**config.mk**
```make
export PLATFORM = sky130hd
export DESIGN_NAME = key_matrix_to_hid_report_top
export DESIGN_NICKNAME = d
export VERILOG_FILES = /design/src/hw/rtl/kmhr_pkg.sv /design/src/hw/rtl/kmhr_ram.sv /design/src/hw/rtl/kmhr_ctrl.sv /design/src/hw/rtl/kmhr_datapath.sv /design/src/hw/rtl/key_matrix_to_hid_report_top.sv
export VERILOG_INCLUDE_DIRS = /design/src /design/src/hw/rtl
export SDC_FILE = /design/constraint.sdc
export NUM_CORES = 1
export LEC_CHECK = 0
export BUFFER_PORTS_ARGS = -buffer_cell sky130_fd_sc_hd__buf_2
export CORE_AREA = 2 2 262 264
export CTS_BUF_LIST = sky130_fd_sc_hd__clkbuf_8
export CTS_CLUSTER_SIZE = 25
export DETAILED_ROUTE_END_ITERATION = 10
export DIE_AREA = 0 0 264 266
export PLACE_DENSITY = 0.59
export SYNTH_ARGS = -nofsm -noshare
export SYNTH_HDL_FRONTEND = slang
export SYNTH_SLANG_ARGS = --single-unit
```
**constraint.sdc**
```tcl
create_clock -name clk -period 6 [get_ports clk]
set_input_delay 0.3 -clock clk [delete_from_list [all_inputs] [get_ports clk]]
set_output_delay 0.3 -clock clk [all_outputs]
set_load 0.01 [all_outputs]
```
**src/hw/rtl/key_matrix_to_hid_report_top_assert.svh**
```systemverilog
// assertion macros shared by the keyboard report block
// each macro expects clk and rst_n in scope
`ifndef KEY_MATRIX_TO_HID_REPORT_TOP_ASSERT_SVH
`define KEY_MATRIX_TO_HID_REPORT_TOP_ASSERT_SVH

// same-cycle implication
`define KMHR_ASSERT_IMP(label, ante, cons) \
    label: assert property (@(posedge clk) disable iff (!rst_n) (ante) |-> (cons)) \
        else $error("kmhr assertion failed");

// next-cycle implication
`define KMHR_ASSERT_NXT(label, ante, cons) \
    label: assert property (@(posedge clk) disable iff (!rst_n) (ante) |=> (cons)) \
        else $error("kmhr assertion failed");

`endif

```
**src/hw/rtl/kmhr_pkg.sv**
```systemverilog
package kmhr_pkg;

    localparam int ROWS       = 5;
    localparam int COLS       = 14;
    localparam int KEY_SLOTS  = 6;
    localparam int OUT_KEYS   = 6;
    localparam int LEVEL_BITS = 14;
    localparam int MOD_FIRST  = 224;
    localparam int MOD_LAST   = 230;

    localparam int MAP_DEPTH  = ROWS * COLS;
    localparam int MAP_AW     = $clog2(MAP_DEPTH);
    localparam int COL_LIM    = (COLS < LEVEL_BITS) ? COLS : LEVEL_BITS;

    localparam int ROW_W      = 3;
    localparam int COL_W      = 4;
    localparam int CODE_W     = 8;
    localparam int MOD_W      = 7;
    localparam int SLOT_W     = $clog2(KEY_SLOTS + 1);
    localparam int CFG_IDX_W  = 1;
    localparam int CFG_DATA_W = 4;

    localparam logic [CFG_IDX_W-1:0] REG_ROW_COUNT = 1'd0;
    localparam logic [CFG_IDX_W-1:0] REG_COL_COUNT = 1'd1;

    localparam logic KIND_WRITE = 1'b0;
    localparam logic KIND_SCAN  = 1'b1;

    localparam logic [ROW_W-1:0] ROW_COUNT_RST = 3'd5;
    localparam logic [COL_W-1:0] COL_COUNT_RST = 4'd14;

    typedef enum logic [1:0] {
        ST_IDLE,
        ST_WALK,
        ST_FINISH
    } state_t;

    // controller to datapath
    typedef struct packed {
        logic map_write;
        logic scan_start;
        logic walk;
        logic emit;
    } cmd_t;

    // datapath to controller
    typedef struct packed {
        logic in_scan;
        logic row_ok;
        logic walk_done;
        logic is_last;
        logic need_emit;
        logic out_free;
    } status_t;

endpackage

```
**src/hw/rtl/kmhr_ram.sv**
```systemverilog
module kmhr_ram #(
    parameter int WIDTH = 8,
    parameter int DEPTH = 64
) (
    input  logic                     clk,
    input  logic                     we,
    input  logic [$clog2(DEPTH)-1:0] waddr,
    input  logic [WIDTH-1:0]         wdata,
    input  logic                     re,
    input  logic [$clog2(DEPTH)-1:0] raddr,
    output logic [WIDTH-1:0]         rdata
);

    logic [WIDTH-1:0] mem [DEPTH];
    logic [WIDTH-1:0] rdata_reg;

    always_ff @(posedge clk)
    begin
        if (we)
        begin
            mem[waddr] <= wdata;
        end
        if (re)
        begin
            rdata_reg <= mem[raddr];
        end
    end

    assign rdata = rdata_reg;

endmodule

```
**src/hw/rtl/kmhr_ctrl.sv**
```systemverilog
module kmhr_ctrl (
    input  logic              clk,
    input  logic              rst_n,
    input  logic              in_valid,
    output logic              in_ready,
    input  kmhr_pkg::status_t status,
    output kmhr_pkg::cmd_t    cmd
);

    `include "key_matrix_to_hid_report_top_assert.svh"

    kmhr_pkg::state_t state_reg;
    kmhr_pkg::state_t state_next;
    logic             accept;

    assign accept = in_valid && in_ready;

    always_ff @(posedge clk or negedge rst_n)
    begin
        if (!rst_n)
        begin
            state_reg <= kmhr_pkg::ST_IDLE;
        end
        else
        begin
            state_reg <= state_next;
        end
    end

    always_comb
    begin
        state_next     = state_reg;
        in_ready       = 1'b0;
        cmd.map_write  = 1'b0;
        cmd.scan_start = 1'b0;
        cmd.walk       = 1'b0;
        cmd.emit       = 1'b0;
        case (state_reg)
            kmhr_pkg::ST_IDLE:
            begin
                in_ready = 1'b1;
                if (accept)
                begin
                    if (!status.in_scan)
                    begin
                        cmd.map_write = 1'b1;
                    end
                    else if (status.row_ok)
                    begin
                        cmd.scan_start = 1'b1;
                        state_next     = kmhr_pkg::ST_WALK;
                    end
                end
            end
            kmhr_pkg::ST_WALK:
            begin
                cmd.walk = 1'b1;
                if (status.walk_done)
                begin
                    state_next = kmhr_pkg::ST_FINISH;
                end
            end
            kmhr_pkg::ST_FINISH:
            begin
                // hold here while the previous report is still waiting
                if (status.is_last && status.need_emit)
                begin
                    if (status.out_free)
                    begin
                        cmd.emit   = 1'b1;
                        state_next = kmhr_pkg::ST_IDLE;
                    end
                end
                else
                begin
                    state_next = kmhr_pkg::ST_IDLE;
                end
            end
            default:
            begin
                state_next = kmhr_pkg::ST_IDLE;
            end
        endcase
    end

    `KMHR_ASSERT_NXT(a_scan_enters_walk, cmd.scan_start, state_reg == kmhr_pkg::ST_WALK)
    `KMHR_ASSERT_NXT(a_walk_ends_in_finish, (state_reg == kmhr_pkg::ST_WALK) && status.walk_done,
                     state_reg == kmhr_pkg::ST_FINISH)

endmodule

```
**src/hw/rtl/kmhr_datapath.sv**
```systemverilog
module kmhr_datapath (
    input  logic                                clk,
    input  logic                                rst_n,
    input  kmhr_pkg::cmd_t                      cmd,
    output kmhr_pkg::status_t                   status,
    input  logic                                cfg_we,
    input  logic [kmhr_pkg::CFG_IDX_W-1:0]      cfg_index,
    input  logic [kmhr_pkg::CFG_DATA_W-1:0]     cfg_data,
    input  logic                                kind,
    input  logic [kmhr_pkg::ROW_W-1:0]          row,
    input  logic [kmhr_pkg::COL_W-1:0]          col,
    input  logic [kmhr_pkg::CODE_W-1:0]         keycode,
    input  logic [kmhr_pkg::LEVEL_BITS-1:0]     col_levels,
    output logic                                out_valid,
    input  logic                                out_ready,
    output logic [kmhr_pkg::MOD_W-1:0]          out_mod,
    output logic [kmhr_pkg::CODE_W-1:0]         out_keys [kmhr_pkg::OUT_KEYS]
);

    `include "key_matrix_to_hid_report_top_assert.svh"

    // configuration
    logic [kmhr_pkg::ROW_W-1:0]  row_count_reg;
    logic [kmhr_pkg::COL_W-1:0]  col_count_reg;
    logic [kmhr_pkg::ROW_W-1:0]  rows_eff;
    logic [kmhr_pkg::COL_W-1:0]  cols_eff;

    // keymap storage and per-entry written flags
    logic [kmhr_pkg::MAP_DEPTH-1:0] map_valid_reg;
    logic                           wr_ok;
    logic [kmhr_pkg::MAP_AW-1:0]    wr_addr;
    logic [kmhr_pkg::MAP_AW-1:0]    rd_addr;
    logic                           rd_en;
    logic [kmhr_pkg::CODE_W-1:0]    ram_q;

    // current row
    logic [kmhr_pkg::ROW_W-1:0]      scan_row_reg;
    logic [kmhr_pkg::LEVEL_BITS-1:0] levels_reg;
    logic [kmhr_pkg::COL_W-1:0]      col_idx_reg;

    // lookup stage
    logic                        ev_valid_reg;
    logic                        ev_pressed_reg;
    logic                        ev_mapped_reg;
    logic [kmhr_pkg::CODE_W-1:0] ev_code;
    logic [kmhr_pkg::CODE_W-1:0] mod_off;
    logic                        is_mod;

    // accumulators
    logic [kmhr_pkg::MOD_W-1:0]  mod_acc_reg;
    logic [kmhr_pkg::MOD_W-1:0]  mod_acc_next;
    logic [kmhr_pkg::CODE_W-1:0] slots_reg  [kmhr_pkg::KEY_SLOTS];
    logic [kmhr_pkg::CODE_W-1:0] slots_next [kmhr_pkg::KEY_SLOTS];
    logic [kmhr_pkg::SLOT_W-1:0] slot_count_reg;
    logic [kmhr_pkg::SLOT_W-1:0] slot_count_next;
    logic                        any_pressed_reg;
    logic                        any_pressed_next;
    logic                        prev_pressed_reg;

    // report register
    logic                        out_valid_reg;
    logic [kmhr_pkg::MOD_W-1:0]  out_mod_reg;
    logic [kmhr_pkg::CODE_W-1:0] out_keys_reg [kmhr_pkg::OUT_KEYS];

    always_comb
    begin
        rows_eff = row_count_reg;
        if (row_count_reg == '0)
        begin
            rows_eff = kmhr_pkg::ROW_W'(1);
        end
        else if (row_count_reg > kmhr_pkg::ROW_W'(kmhr_pkg::ROWS))
        begin
            rows_eff = kmhr_pkg::ROW_W'(kmhr_pkg::ROWS);
        end
        cols_eff = col_count_reg;
        if (col_count_reg > kmhr_pkg::COL_W'(kmhr_pkg::COL_LIM))
        begin
            cols_eff = kmhr_pkg::COL_W'(kmhr_pkg::COL_LIM);
        end
    end

    always_ff @(posedge clk or negedge rst_n)
    begin
        if (!rst_n)
        begin
            row_count_reg <= kmhr_pkg::ROW_COUNT_RST;
            col_count_reg <= kmhr_pkg::COL_COUNT_RST;
        end
        else if (cfg_we)
        begin
            case (cfg_index)
                kmhr_pkg::REG_ROW_COUNT: row_count_reg <= cfg_data[kmhr_pkg::ROW_W-1:0];
                kmhr_pkg::REG_COL_COUNT: col_count_reg <= cfg_data[kmhr_pkg::COL_W-1:0];
                default:                 row_count_reg <= row_count_reg;
            endcase
        end
    end

    assign wr_ok   = (32'(row) < kmhr_pkg::ROWS) && (32'(col) < kmhr_pkg::COLS);
    assign wr_addr = kmhr_pkg::MAP_AW'(32'(row) * kmhr_pkg::COLS + 32'(col));
    assign rd_addr = kmhr_pkg::MAP_AW'(32'(scan_row_reg) * kmhr_pkg::COLS + 32'(col_idx_reg));
    assign rd_en   = cmd.walk && !status.walk_done;

    kmhr_ram #(
        .WIDTH (kmhr_pkg::CODE_W),
        .DEPTH (kmhr_pkg::MAP_DEPTH)
    ) u_keymap (
        .clk   (clk),
        .we    (cmd.map_write && wr_ok),
        .waddr (wr_addr),
        .wdata (keycode),
        .re    (rd_en),
        .raddr (rd_addr),
        .rdata (ram_q)
    );

    always_ff @(posedge clk or negedge rst_n)
    begin
        if (!rst_n)
        begin
            map_valid_reg <= '0;
        end
        else if (cmd.map_write && wr_ok)
        begin
            map_valid_reg[wr_addr] <= 1'b1;
        end
    end

    // column walk, one keymap read per column
    always_ff @(posedge clk or negedge rst_n)
    begin
        if (!rst_n)
        begin
            col_idx_reg  <= '0;
            ev_valid_reg <= 1'b0;
        end
        else
        begin
            ev_valid_reg <= rd_en;
            if (cmd.scan_start)
            begin
                col_idx_reg <= '0;
            end
            else if (rd_en)
            begin
                col_idx_reg <= col_idx_reg + kmhr_pkg::COL_W'(1);
            end
        end
    end

    always_ff @(posedge clk)
    begin
        if (cmd.scan_start)
        begin
            scan_row_reg <= row;
            levels_reg   <= col_levels;
        end
        if (rd_en)
        begin
            ev_pressed_reg <= !levels_reg[col_idx_reg];
            ev_mapped_reg  <= map_valid_reg[rd_addr];
        end
    end

    // never-written entries read as zero
    assign ev_code = ev_mapped_reg ? ram_q : '0;
    assign mod_off = ev_code - kmhr_pkg::CODE_W'(kmhr_pkg::MOD_FIRST);
    assign is_mod  = (ev_code >= kmhr_pkg::CODE_W'(kmhr_pkg::MOD_FIRST))
                  && (ev_code <= kmhr_pkg::CODE_W'(kmhr_pkg::MOD_LAST));

    always_comb
    begin
        mod_acc_next     = mod_acc_reg;
        slots_next       = slots_reg;
        slot_count_next  = slot_count_reg;
        any_pressed_next = any_pressed_reg;
        if (cmd.scan_start && (row == '0))
        begin
            mod_acc_next     = '0;
            slot_count_next  = '0;
            any_pressed_next = 1'b0;
            for (int k = 0; k < kmhr_pkg::KEY_SLOTS; k++)
            begin
                slots_next[k] = '0;
            end
        end
        else if (ev_valid_reg && ev_pressed_reg
                 && (slot_count_reg < kmhr_pkg::SLOT_W'(kmhr_pkg::KEY_SLOTS)))
        begin
            any_pressed_next = 1'b1;
            if (is_mod)
            begin
                mod_acc_next = mod_acc_reg | (kmhr_pkg::MOD_W'(1) << mod_off[2:0]);
            end
            else
            begin
                for (int k = 0; k < kmhr_pkg::KEY_SLOTS; k++)
                begin
                    if (slot_count_reg == kmhr_pkg::SLOT_W'(k))
                    begin
                        slots_next[k] = ev_code;
                    end
                end
                slot_count_next = slot_count_reg + kmhr_pkg::SLOT_W'(1);
            end
        end
    end

    always_ff @(posedge clk or negedge rst_n)
    begin
        if (!rst_n)
        begin
            mod_acc_reg      <= '0;
            slot_count_reg   <= '0;
            any_pressed_reg  <= 1'b0;
            prev_pressed_reg <= 1'b0;
            for (int k = 0; k < kmhr_pkg::KEY_SLOTS; k++)
            begin
                slots_reg[k] <= '0;
            end
        end
        else
        begin
            mod_acc_reg     <= mod_acc_next;
            slots_reg       <= slots_next;
            slot_count_reg  <= slot_count_next;
            any_pressed_reg <= any_pressed_next;
            if (cmd.emit)
            begin
                prev_pressed_reg <= any_pressed_reg;
            end
        end
    end

    // report output register
    always_ff @(posedge clk or negedge rst_n)
    begin
        if (!rst_n)
        begin
            out_valid_reg <= 1'b0;
        end
        else if (cmd.emit)
        begin
            out_valid_reg <= 1'b1;
        end
        else if (out_ready)
        begin
            out_valid_reg <= 1'b0;
        end
    end

    always_ff @(posedge clk)
    begin
        if (cmd.emit)
        begin
            out_mod_reg <= mod_acc_reg;
            for (int k = 0; k < kmhr_pkg::OUT_KEYS; k++)
            begin
                out_keys_reg[k] <= (k < kmhr_pkg::KEY_SLOTS) ? slots_reg[k] : '0;
            end
        end
    end

    assign out_valid = out_valid_reg;
    assign out_mod   = out_mod_reg;
    assign out_keys  = out_keys_reg;

    assign status.in_scan   = (kind == kmhr_pkg::KIND_SCAN);
    assign status.row_ok    = (row < rows_eff);
    assign status.walk_done = (col_idx_reg >= cols_eff);
    assign status.is_last   = (scan_row_reg == rows_eff - kmhr_pkg::ROW_W'(1));
    assign status.need_emit = any_pressed_reg || prev_pressed_reg;
    assign status.out_free  = !out_valid_reg || out_ready;

    `KMHR_ASSERT_IMP(a_emit_into_free_slot, cmd.emit, !out_valid_reg || out_ready)
    `KMHR_ASSERT_IMP(a_lookup_follows_walk, ev_valid_reg, $past(cmd.walk))

endmodule

```
**src/hw/rtl/key_matrix_to_hid_report_top.sv**
```systemverilog
// keyboard matrix to hid boot report: each input word is either a keymap write
// (kind 0: keycode stored at row, col) or one scanned matrix row (kind 1,
// col_levels active low). rows of a scan come in order, row 0 clears the
// accumulated report. pressed columns below col_count are looked up in the
// keymap; codes 224..230 set modifier bits, any other code fills the next of six
// key slots, and once six slots are full the rest of the scan is ignored.
// on the last row (row_count - 1) a report word is sent if a key was pressed,
// or one empty report after a release. a scan row is limited by the single
// keymap read port, which walks one column per cycle. a report waits in an
// output register so the next word is taken meanwhile; a scan finishing while
// a report is still untaken holds until it drains. the keymap reads as zero
// until an entry is written, tracked by per-entry flags, so no clearing pass
// is needed. the user must write configuration only while idle; the block
// itself does not enforce this
module key_matrix_to_hid_report_top (
    input  logic                            clk,
    input  logic                            rst_n,

    // configuration
    input  logic                            cfg_we,
    input  logic [kmhr_pkg::CFG_IDX_W-1:0]  cfg_index,
    input  logic [kmhr_pkg::CFG_DATA_W-1:0] cfg_data,

    // input words
    input  logic                            in_valid,
    output logic                            in_ready,
    input  logic                            kind,
    input  logic [kmhr_pkg::ROW_W-1:0]      row,
    input  logic [kmhr_pkg::COL_W-1:0]      col,
    input  logic [kmhr_pkg::CODE_W-1:0]     keycode,
    input  logic [kmhr_pkg::LEVEL_BITS-1:0] col_levels,

    // report words
    output logic                            out_valid,
    input  logic                            out_ready,
    output logic [kmhr_pkg::MOD_W-1:0]      modifiers,
    output logic [kmhr_pkg::CODE_W-1:0]     key0,
    output logic [kmhr_pkg::CODE_W-1:0]     key1,
    output logic [kmhr_pkg::CODE_W-1:0]     key2,
    output logic [kmhr_pkg::CODE_W-1:0]     key3,
    output logic [kmhr_pkg::CODE_W-1:0]     key4,
    output logic [kmhr_pkg::CODE_W-1:0]     key5
);

    kmhr_pkg::cmd_t              cmd;
    kmhr_pkg::status_t           status;
    logic [kmhr_pkg::CODE_W-1:0] keys [kmhr_pkg::OUT_KEYS];

    // sequencing: idle, column walk, report decision
    kmhr_ctrl u_ctrl (
        .clk      (clk),
        .rst_n    (rst_n),
        .in_valid (in_valid),
        .in_ready (in_ready),
        .status   (status),
        .cmd      (cmd)
    );

    // keymap, accumulators and report register
    kmhr_datapath u_datapath (
        .clk        (clk),
        .rst_n      (rst_n),
        .cmd        (cmd),
        .status     (status),
        .cfg_we     (cfg_we),
        .cfg_index  (cfg_index),
        .cfg_data   (cfg_data),
        .kind       (kind),
        .row        (row),
        .col        (col),
        .keycode    (keycode),
        .col_levels (col_levels),
        .out_valid  (out_valid),
        .out_ready  (out_ready),
        .out_mod    (modifiers),
        .out_keys   (keys)
    );

    // key slots in scan order
    assign key0 = keys[0];
    assign key1 = keys[1];
    assign key2 = keys[2];
    assign key3 = keys[3];
    assign key4 = keys[4];
    assign key5 = keys[5];

endmodule
```
==> impl_metrics.tcl <==
set metrics [dict create \
    crit_slowest_cell "buf_4" \
    fillers 5468 \
    fp.dieW_um 264 \
    yosysUniqueCellTypes 60 \
    synth_area_leaders "edfxtp_1, mux4_2, dfrtp_1" \
    relSlewSlack 0.234 \
    clkLatencyLatePin_ns 0.78 \
    fin_skew_ns 0.0301 \
    die_y_um 266 \
    final-seq-area_sq_um 22900 \
    htreeDepth 4 \
    wire_per_inst_um 25.7 \
    period_minus_slack_ns 4.62 \
    largest_reg_flops 560 \
    cp.arrival_ns 5.23 \
    postSynth.asyncResetShare 0.184 \
    clkSlewWorstSetupHoldPaths_ns 0.06 \
    rows 96 \
    tns_ns 0 \
    num_vias 16900 \
    clock_tree.root_cell "clkbuf_8" \
    maxCapViolations 0 \
    cts.path.max_buffers 3 \
    max_clock_freq_mhz 216 \
    status "finished clean" \
    setup_viol 0 \
    hp-class "primary input to asynchronous set/reset pin" \
    finalCritPeriodShare 0.770 \
    core_sq_um 67700 \
    avgSynthCellArea_sq_um 18.0 \
    hold_violations 0 \
    multi_input_area_sq_um 8090 \
    leakage_nw 13.0 \
    ys_ff_latch 787 \
    mostFrequentLayoutCells "edfxtp_1, mux4_2, clkbuf_8" \
    num_io_pins 97 \
    crit_path_end_kind "flop" \
    rsz0062_at_grt "no" \
    grt_max_degree 85 \
    antenna_found_initial 1 \
    drc 0 \
    critPathKind "flop to flop" \
    timing.hold.ws_ns 0.103 \
    areaGrowthSynthToFinish_pct 14.2 \
    cp.required_ns 6.61 \
    routed_wl_um 76000 \
    crit_chain "fa_1, ha_1, ha_1, xnor2_4, buf_4, mux4_2, nand2_1, and3_1, a311oi_1, a21oi_1, o211ai_1" \
    synthFlopType "edfxtp_1" \
    syn_nets 1830 \
    cts_sinks 787 \
    syn-instance-count 1752 \
    grt_pass1_vias 17500 \
    drive_gt1_frac 0.260 \
    dr.pass1.iters 7 \
    cts_hold_buf 32 \
    cts_tree "yes" \
    vias_per_cell 5.72 \
    globalplace.congestion 0.874 \
    fin_nets 2052 \
    post_cts_resize_count 0 \
    synth-edff-count 642 \
    r2r_cells 11 \
    gr-usage-all-layers 0.221 \
    die_area_sq_um 70200 \
    crit_fanout 44 \
    detailed_place_hpwl_um 46100 \
    power_density_nw_per_um2 438 \
    grt_pass1_wl_um 114000 \
    ys_seq_area_frac 0.727 \
    yosysTopAreaCell "edfxtp_1" \
    grt.overflow.total 0 \
    tightest_slew_ns 1.15 \
    netlist_area_sq_um 31500 \
    synth_top_cell_area_share 0.612 \
    start_util 0.465 \
    final_common_cell "edfxtp_1" \
    ant_nets 0 \
    synth_warnings 0 \
    final_max_slew_viol_count 0 \
    max_stage_delay_ns 0.64 \
    cts_buffers 130 \
    post_cts_buffers 0 \
    port_buffers 96 \
    path_common_cell "ha_1" \
    cp-start-kind "flop" \
    vdd_drop_max_uv 302 \
    drt_iter0_drc 1801 \
]
## through the flow
step / instance area [sq um] / utilization / power, W / worst slack [ns] / instances
5_1_grt: 36000 / 0.531 / 0.0165 / 1.23 / 2959
3_5_place_dp: 33100 / 0.489 / 0.0113 / 1.48 / 2692
6_report: 36000 / 0.531 / 0.0158 / 1.38 / 2959
2_1_floorplan: 31500 / - / 0.00977 / 1.04 / 1752
4_1_cts: 36000 / 0.531 / 0.0159 / 1.45 / 2958
3_3_place_gp: 33100 / 0.489 / 0.0113 / 1.44 / 2692
## synth_stat cells, types with 4 or more instances
library cell,n
clkbuf_1,29
a31oi_1,5
buf_2,39
mux2_2,9
o31ai_1,6
buf_1,10
dfrtp_1,140
o211ai_1,14
a21oi_1,49
fa_1,8
mux2i_1,66
o21ai_0,11
buf_6,4
nand4_1,4
ha_1,30
nor2_1,129
nand2_1,118
o21bai_1,38
buf_4,7
nand3_1,33
or2_2,34
a211oi_1,4
dfstp_2,5
o22ai_1,5
nand4b_1,9
and2_1,8
nor2b_1,10
and3_1,12
xnor2_1,11
inv_1,30
mux4_2,162
a32oi_1,9
nor3_1,5
a311oi_1,7
a22oi_1,7
nand2b_1,7
edfxtp_1,642
o21ai_1,4
## metal layers
| layer | routed length (um) | GRT usage |
|---|---|---|
| met5 | 0 | 0 |
| met4 | 2170 | 0.0815 |
| met3 | 4690 | 0.0467 |
| met2 | 35900 | 0.344 |
| met1 | 33200 | 0.309 |
## power by group
part / leakage, nW / total (W) / internal [W] / switching, W
sequential: 7.62 / 0.00674 / 0.00641 / 0.000325
clock: 1.45 / 0.00456 / 0.00240 / 0.00216
combinational: 3.94 / 0.00446 / 0.00187 / 0.00260
## logic make-up after synthesis
family / synth area share
buffers and inverters: 0.0178
AO/OA/AOI/OAI: 0.0360
XOR/XNOR: 0.00544
AND/OR/NAND/NOR: 0.0557
multiplexers: 0.141
flip-flops: 0.727
adder cells (fa/ha/maj): 0.0170
## worst max-delay path: cells and delay by family (launching register included)
kind            cells  cell delay, ns
flops               1            0.56
xor+xnor            1            0.44
fa+ha+maj           3            1.29
buf+inv             1            0.64
mux                 1            0.36
simple gates        2            0.34
compound gates      3            0.76
## layout make-up
cell class	instances	share of cell area
Inverter	32	0.00334
Multi-Input combinational cell	844	0.225
Clock inverter	90	0.0150
Clock buffer	144	0.0551
Sequential cell	787	0.637
Tap cell	882	0.0307
Antenna cell	1	0.0000696
Timing Repair Buffer	179	0.0338
## worst paths after layout
kind	startpoint	endpoint	slack (ns)
min	rst_n	u_datapath.slots_reg[43]	0.10
min in group clk	keycode[2]	u_datapath.u_keymap.mem[38][2]	0.22
max	u_datapath.scan_row_reg[0]	u_datapath.u_keymap.rdata[0]	1.38
min reg2reg	u_datapath.slots_reg[11]	u_datapath.out_keys[11]	0.44
max in group asynchronous	rst_n	u_datapath.col_idx_reg[0]	4.38
max reg2reg	u_datapath.scan_row_reg[0]	u_datapath.u_keymap.rdata[0]	1.38
(Power assumes the default switching activity.)
